## src/rtl/core/fal_pkg.sv

```systemverilog
package fal_pkg;

   // pool size default, handed to the top level parameter
   localparam int ENTRIES_DEFAULT = 64;

   // fixed field widths of the request and response ports
   localparam int CMD_W   = 1;
   localparam int INDEX_W = 6;
   localparam int COUNT_W = 7;

   // request command codes
   localparam logic [CMD_W-1:0] CMD_ALLOC = 1'b0;
   localparam logic [CMD_W-1:0] CMD_FREE  = 1'b1;

   // controller to datapath commands
   typedef struct packed {
      logic init_wr;   // write one link of the reset chain
      logic capture;   // latch an accepted request
      logic exec;      // carry out the latched request
   } fal_cmd_type;

   // datapath to controller status
   typedef struct packed {
      logic init_last; // the last link of the reset chain is being written
   } fal_status_type;

endpackage

```

## src/rtl/core/fal_ctrl.sv

```systemverilog
module fal_ctrl
   import fal_pkg::*;
(
   input  logic           clock,
   input  logic           reset,
   input  logic           start,
   input  fal_status_type status,
   output logic           busy,
   output fal_cmd_type    cmd
);

   typedef enum logic [1:0] {
      ST_INIT,
      ST_IDLE,
      ST_EXEC
   } state_type;

   state_type state_ff;
   state_type state_in;
   logic      busy_ff;

   // next state
   always_comb begin
      state_in = state_ff;
      unique case (state_ff)
         ST_INIT: begin
            if (status.init_last) begin
               state_in = ST_IDLE;
            end
         end
         ST_IDLE: begin
            if (start) begin
               state_in = ST_EXEC;
            end
         end
         ST_EXEC: begin
            state_in = ST_IDLE;
         end
         default: begin
            state_in = ST_INIT;
         end
      endcase
   end

   // state and registered busy
   always_ff @(posedge clock) begin
      if (reset) begin
         state_ff <= ST_INIT;
         busy_ff  <= 1'b1;
      end else begin
         state_ff <= state_in;
         busy_ff  <= (state_in != ST_IDLE);
      end
   end

   // commands to the datapath
   assign cmd.init_wr = (state_ff == ST_INIT);
   assign cmd.capture = (state_ff == ST_IDLE) && start && !busy_ff;
   assign cmd.exec    = (state_ff == ST_EXEC);

   assign busy = busy_ff;

endmodule

```

## src/rtl/core/fal_dpath.sv

```systemverilog
module fal_dpath
   import fal_pkg::*;
#(
   parameter int ENTRIES = ENTRIES_DEFAULT
)
(
   input  logic               clock,
   input  logic               reset,
   input  fal_cmd_type        cmd,
   output fal_status_type     status,
   input  logic [CMD_W-1:0]   req_cmd,
   input  logic [INDEX_W-1:0] req_entry_index,
   output logic               rsp_valid,
   output logic               rsp_granted,
   output logic [INDEX_W-1:0] rsp_alloc_index,
   output logic [COUNT_W-1:0] rsp_free_count
);

   localparam int IDX_W  = (ENTRIES > 1) ? $clog2(ENTRIES) : 1;
   localparam int LINK_W = $clog2(ENTRIES + 1);
   localparam int CNT_W  = $clog2(ENTRIES + 1);

   localparam logic [LINK_W-1:0] NULL_LINK   = LINK_W'(ENTRIES);
   localparam logic [CNT_W-1:0]  FULL_COUNT  = CNT_W'(ENTRIES);
   localparam logic [IDX_W-1:0]  LAST_ENTRY  = IDX_W'(ENTRIES - 1);

   // link store and its registered read port
   logic [LINK_W-1:0] link_mem [ENTRIES];
   logic [LINK_W-1:0] rd_link_ff;
   logic [IDX_W-1:0]  rd_addr;

   // list state
   logic [LINK_W-1:0] head_ff;
   logic [LINK_W-1:0] head_in;
   logic [CNT_W-1:0]  count_ff;
   logic [CNT_W-1:0]  count_in;
   logic [IDX_W-1:0]  init_ff;

   // latched request
   logic [CMD_W-1:0]   cmd_ff;
   logic [INDEX_W-1:0] idx_ff;

   // response registers
   logic               rsp_valid_ff;
   logic               granted_ff;
   logic               granted_in;
   logic [INDEX_W-1:0] alloc_ff;
   logic [INDEX_W-1:0] alloc_in;

   // write port
   logic              wr_en;
   logic [IDX_W-1:0]  wr_addr;
   logic [LINK_W-1:0] wr_data;

   logic head_valid;
   logic idx_valid;

   assign head_valid = (head_ff < NULL_LINK);
   assign idx_valid  = ({{(32 - INDEX_W){1'b0}}, idx_ff} < 32'(ENTRIES));
   assign rd_addr    = head_valid ? head_ff[IDX_W-1:0] : '0;

   assign status.init_last = cmd.init_wr && (init_ff == LAST_ENTRY);

   // write port select and next list state
   always_comb begin
      wr_en      = 1'b0;
      wr_addr    = init_ff;
      wr_data    = LINK_W'(init_ff) + LINK_W'(1);
      head_in    = head_ff;
      count_in   = count_ff;
      granted_in = 1'b0;
      alloc_in   = '0;
      if (cmd.init_wr) begin
         wr_en = 1'b1;
      end else if (cmd.exec) begin
         if (cmd_ff == CMD_ALLOC) begin
            if (head_valid) begin
               // pop the head, its link goes null
               wr_en      = 1'b1;
               wr_addr    = rd_addr;
               wr_data    = NULL_LINK;
               head_in    = rd_link_ff;
               granted_in = 1'b1;
               alloc_in   = INDEX_W'(head_ff);
               if (count_ff != '0) begin
                  count_in = count_ff - CNT_W'(1);
               end
            end
         end else begin
            if (idx_valid) begin
               // push the freed entry at the head
               wr_en      = 1'b1;
               wr_addr    = IDX_W'(idx_ff);
               wr_data    = head_ff;
               head_in    = LINK_W'(idx_ff);
               granted_in = 1'b1;
               if (count_ff < FULL_COUNT) begin
                  count_in = count_ff + CNT_W'(1);
               end
            end
         end
      end
   end

   // link store
   always_ff @(posedge clock) begin
      if (wr_en) begin
         link_mem[wr_addr] <= wr_data;
      end
      rd_link_ff <= link_mem[rd_addr];
   end

   // control state
   always_ff @(posedge clock) begin
      if (reset) begin
         head_ff      <= '0;
         count_ff     <= FULL_COUNT;
         init_ff      <= '0;
         rsp_valid_ff <= 1'b0;
      end else begin
         head_ff      <= head_in;
         count_ff     <= count_in;
         rsp_valid_ff <= cmd.exec;
         if (cmd.init_wr && !status.init_last) begin
            init_ff <= init_ff + IDX_W'(1);
         end
      end
   end

   // request and response payload
   always_ff @(posedge clock) begin
      if (cmd.capture) begin
         cmd_ff <= req_cmd;
         idx_ff <= req_entry_index;
      end
      if (cmd.exec) begin
         granted_ff <= granted_in;
         alloc_ff   <= alloc_in;
      end
   end

   assign rsp_valid       = rsp_valid_ff;
   assign rsp_granted     = granted_ff;
   assign rsp_alloc_index = alloc_ff;
   assign rsp_free_count  = COUNT_W'(count_ff);

endmodule

```

## src/rtl/core/free_list_entry_allocator_unit.sv

```systemverilog
// Free list allocator for a pool of ENTRIES entries, kept as a LIFO list
// threaded through a link memory.
// Request channel: drive req_cmd (0 allocate, 1 free) and req_entry_index
// with start; the request is taken at a clock edge where start is high and
// busy is low. The entry index is used only on free.
// Response channel: rsp_valid is high for exactly one cycle with
// rsp_granted, rsp_alloc_index and rsp_free_count; the receiver cannot
// stall, so the response must be taken in that cycle.
// Sequence: an accept moves the controller to its execute state and the
// response is registered from that state. Busy is high in the cycle after
// an accept, so no new request is taken before the last one has executed;
// the head entry's link memory read is registered before the pop uses it.
// Reset: synchronous, active high. Afterwards the block writes the reset
// chain (entry i links to i+1) into every link memory entry with busy
// high; requests are taken once busy falls.
// Free requests are not checked against the allocated set; an index at or
// above ENTRIES is refused.
module free_list_entry_allocator_unit
   import fal_pkg::*;
#(
   parameter int ENTRIES = ENTRIES_DEFAULT
)
(
   input  logic               clock,
   input  logic               reset,
   input  logic               start,
   output logic               busy,
   input  logic [CMD_W-1:0]   req_cmd,
   input  logic [INDEX_W-1:0] req_entry_index,
   output logic               rsp_valid,
   output logic               rsp_granted,
   output logic [INDEX_W-1:0] rsp_alloc_index,
   output logic [COUNT_W-1:0] rsp_free_count
);

   fal_cmd_type    cmd;
   fal_status_type status;

   // sequencing
   fal_ctrl u_ctrl (
      .clock  (clock),
      .reset  (reset),
      .start  (start),
      .status (status),
      .busy   (busy),
      .cmd    (cmd)
   );

   // list state and link memory
   fal_dpath #(
      .ENTRIES (ENTRIES)
   ) u_dpath (
      .clock           (clock),
      .reset           (reset),
      .cmd             (cmd),
      .status          (status),
      .req_cmd         (req_cmd),
      .req_entry_index (req_entry_index),
      .rsp_valid       (rsp_valid),
      .rsp_granted     (rsp_granted),
      .rsp_alloc_index (rsp_alloc_index),
      .rsp_free_count  (rsp_free_count)
   );

endmodule
```

## config.mk

```make
export PLATFORM = sky130hd
export DESIGN_NAME = free_list_entry_allocator_unit
export DESIGN_NICKNAME = d
export VERILOG_FILES = /design/src/rtl/core/fal_pkg.sv /design/src/rtl/core/fal_ctrl.sv /design/src/rtl/core/fal_dpath.sv /design/src/rtl/core/free_list_entry_allocator_unit.sv
export SDC_FILE = /design/constraint.sdc
export NUM_CORES = 1
export LEC_CHECK = 0
export ABC_CLOCK_PERIOD_IN_PS = 4830
export BUFFER_PORTS_ARGS = -buffer_cell sky130_fd_sc_hd__buf_2
export CORE_ASPECT_RATIO = 1.25
export CORE_MARGIN = 3
export CORE_UTILIZATION = 57
export CTS_CLUSTER_DIAMETER = 120
export DETAILED_ROUTE_END_ITERATION = 16
export GPL_TIMING_DRIVEN = 0
export PLACE_DENSITY = 0.76
export SLEW_MARGIN = 20
export SYNTH_ARGS = -nofsm -noshare
export SYNTH_HDL_FRONTEND = slang
export SYNTH_SLANG_ARGS = --single-unit
```

## constraint.sdc

```tcl
create_clock -name clock -period 4.83 [get_ports clock]
set_input_delay 1.2075 -clock clock [delete_from_list [all_inputs] [get_ports clock]]
set_output_delay 1.2075 -clock clock [all_outputs]
set_load 0.02 [all_outputs]
```

==> flow_summary.json <==
{
  "status": "finished, final reports clean",
  "async_reset_ff_share_pct": 0,
  "vias_per_cell": 6.666,
  "post-route-period-util_pct": 73.43,
  "end_kind": "flip-flop",
  "die_area_um2": 37580,
  "synth.distinct_cells": 67,
  "period_minus_slack_ps": 3547,
  "hold_path.class": "reg -> reg",
  "cts_setup_buffers": 0,
  "reg2regPathDepth": 6,
  "syn_to_final_growth_pct": 12.73,
  "ant_nets": 0,
  "initial_utilization_pct": 58.09,
  "synth_seq_cells": 493,
  "drt-total-wl_um": 54300,
  "yosysMostFrequentCell": "edfxtp_1",
  "cts_buffer_depth": 3,
  "antenna_found_initial": 0,
  "yosysWarnings": 0,
  "clock_sinks": 493,
  "synth_edf_count": 462,
  "power_density_nw_per_um2": 372.0,
  "drtIter0Drc": 1764,
  "grt_pass1_wl_um": 80300,
  "wl_per_cell_um": 28.03,
  "synth_nets": 1366,
  "setup_viol": 0,
  "synth_top_area_cell": "edfxtp_1",
  "clk_pin_slew_ps": 70,
  "n_antenna_cell": 0,
  "root_buffer": "clkbuf_16",
  "critical_path.startpoint": "u_dpath.cmd_ff",
  "r2r_start": "u_dpath.cmd_ff",
  "cp-endpoint": "u_dpath.link_mem[39][2]",
  "worstSetupPathType": "reg -> reg",
  "yosysSeqAreaShare_pct": 72.08,
  "hold_ws_ps": 487.5,
  "core_area_um2": 34610,
  "fmax_mhz": 281.9,
  "nets": 1451,
  "grt_max_degree": 65,
  "fin_skew_ps": 17.86,
  "arrival_ps": 3740,
  "drive_gt1_share_pct": 13.00,
  "drcViolationCount": 0,
  "gp_congestion": 0.9451,
  "die_w_um": 174.0,
  "grt_pass1_vias": 12820,
  "p_leak_nw": 7.087,
  "grt_usage_pct": 28.75,
  "cts_tree": "done",
  "rrSetupSlack_ps": 1280,
  "htree_levels": 2,
  "startpoint_type": "flip-flop",
  "rsz0062_at_grt": "no",
  "final_core_util_pct": 65.48,
  "drv_slew": 0,
  "cts_hold_buffers": 0,
  "avgSynthCellArea_um2": 14.90,
  "postCtsResizedCells": 0,
  "synthTopCellsByArea": "edfxtp_1, mux2i_1, dfxtp_1, o22ai_1, nor2_1",
  "hold_viol_final": 0,
  "max_slew.worst_pin.slew_ps": 861.4,
  "cp.required_ps": 5030,
  "io_pins": 26,
  "ir_drop_mv": 0.3964,
  "synth_top_area_share_pct": 69.00,
  "grt-ovfl-total": 0,
  "core.rowCount": 76,
  "crit_fanout": 11,
  "synth_ff_type": "edfxtp_1",
  "timing.slew.headroom_pct": 41.09,
  "cap_viol_max_count": 0,
  "syn_area_um2": 20110,
  "r2r_end": "u_dpath.link_mem[39][2]",
  "die_height_um": 216.0,
  "firstDrtPassIters": 6,
  "cts-buffers-inserted": 45,
  "syn_inst": 1349,
  "hpwlAfterDp_um": 37320,
  "synthTopCellsByCount": "edfxtp_1, mux2i_1, nor2_1, o22ai_1, o21ai_0",
  "io_buffers": 25,
  "dr_total_vias": 12910,
  "worstSkewPairLatency_ps": 570
}
[state kept, by name (all words and copies together) (netlist names)]
name,count
u_ctrl.busy,1
u_dpath.rsp_valid,1
u_dpath.cmd_ff,1
u_dpath.rsp_alloc_index,6
u_dpath.idx_ff,6
u_dpath.init_ff,6
u_ctrl.state_ff,2
u_dpath.rsp_granted,1
u_dpath.link_mem,448
u_dpath.head_ff,7
u_dpath.rd_link_ff,7
u_dpath.rsp_free_count,7
[worst min path at each step]
stage / from / end / cells after the start
finish: u_dpath.rd_link_ff[1] / u_dpath.head_ff[1] / 2
global placement: u_dpath.rd_link_ff[0] / u_dpath.head_ff[0] / 2
global route: u_dpath.rd_link_ff[1] / u_dpath.head_ff[1] / 2
floorplan: u_dpath.rd_link_ff[0] / u_dpath.head_ff[0] / 2
detailed placement: u_dpath.rd_link_ff[0] / u_dpath.head_ff[0] / 2
CTS: u_dpath.rd_link_ff[0] / u_dpath.head_ff[0] / 2
[layout by cell type, fill, tap and decap left out, types with 24 or more instances in the layout]
cell type  netlist  final
edfxtp_1       462    462
mux2i_1        123    123
nor2_1         121    121
o22ai_1         83     83
o21ai_0         74     69
a21oi_1         66     65
buf_2           28     53
nand2_1         49     49
clkbuf_1        34     45
clkbuf_16        0     45
dfxtp_1         31     31
a2111oi_0       24     24
[stage by stage]
step / setup TNS [ps] / power [W] / instance area (um2) / cells / worst slack (ps)
floorplan: 0 / 0.004899 / 20110 / 1349 / 342.3
global placement: -1224680 / 0.004988 / 20820 / 1842 / -3922
detailed placement: 0 / 0.005005 / 21240 / 1855 / 1450
CTS: 0 / 0.008442 / 22670 / 1937 / 1348
global route: 0 / 0.008633 / 22670 / 1937 / 1038
finish: 0 / 0.008432 / 22670 / 1937 / 1283
[area by class of cell]
| type | count | area (um2) |
|---|---|---|
| Buffer | 88 | 489.2 |
| Tap cell | 468 | 585.6 |
| Fill cell | 2473 | 11950 |
| Multi-Input combinational cell | 751 | 5136 |
| Clock buffer | 56 | 1167 |
| Sequential cell | 493 | 14490 |
| Clock inverter | 26 | 259.0 |
| Timing Repair Buffer | 38 | 470.5 |
| Inverter | 17 | 63.81 |
[cells by family after synthesis]
family	count (synthesis)	share of synthesized area, %
XOR/XNOR	8	0.3485
AND/OR/NAND/NOR	236	5.302
buffers and inverters	105	2.750
AO/OA/AOI/OAI	356	11.69
flip-flops	493	72.08
adder cells (fa/ha/maj)	7	0.4729
multiplexers	144	7.355
[layer usage]
metal | track usage, % | vias up | wire, um
met5 | 0 | - | 0
met4 | 16.85 | 0 | 3791
met3 | 4.910 | 213 | 5022
met2 | 47.60 | 791 | 26280
met1 | 35.83 | 6416 | 19210
li1 | - | 5493 | -
[critical path, cell delays in order, from the launching register on]
cell and delay, ps:
edfxtp_1 410, clkinv_1 390, nor2_1 790, a221oi_1 300
nor3_1 460, nand2_1 210, nor2_1 610
[power by group]
part           internal, W  switching, W
Combinational    0.0000530      0.000148
Sequential         0.00470     0.0000133
Clock              0.00199       0.00153
Total              0.00674       0.00169
Note: power is estimated with default switching activity, not from simulation.
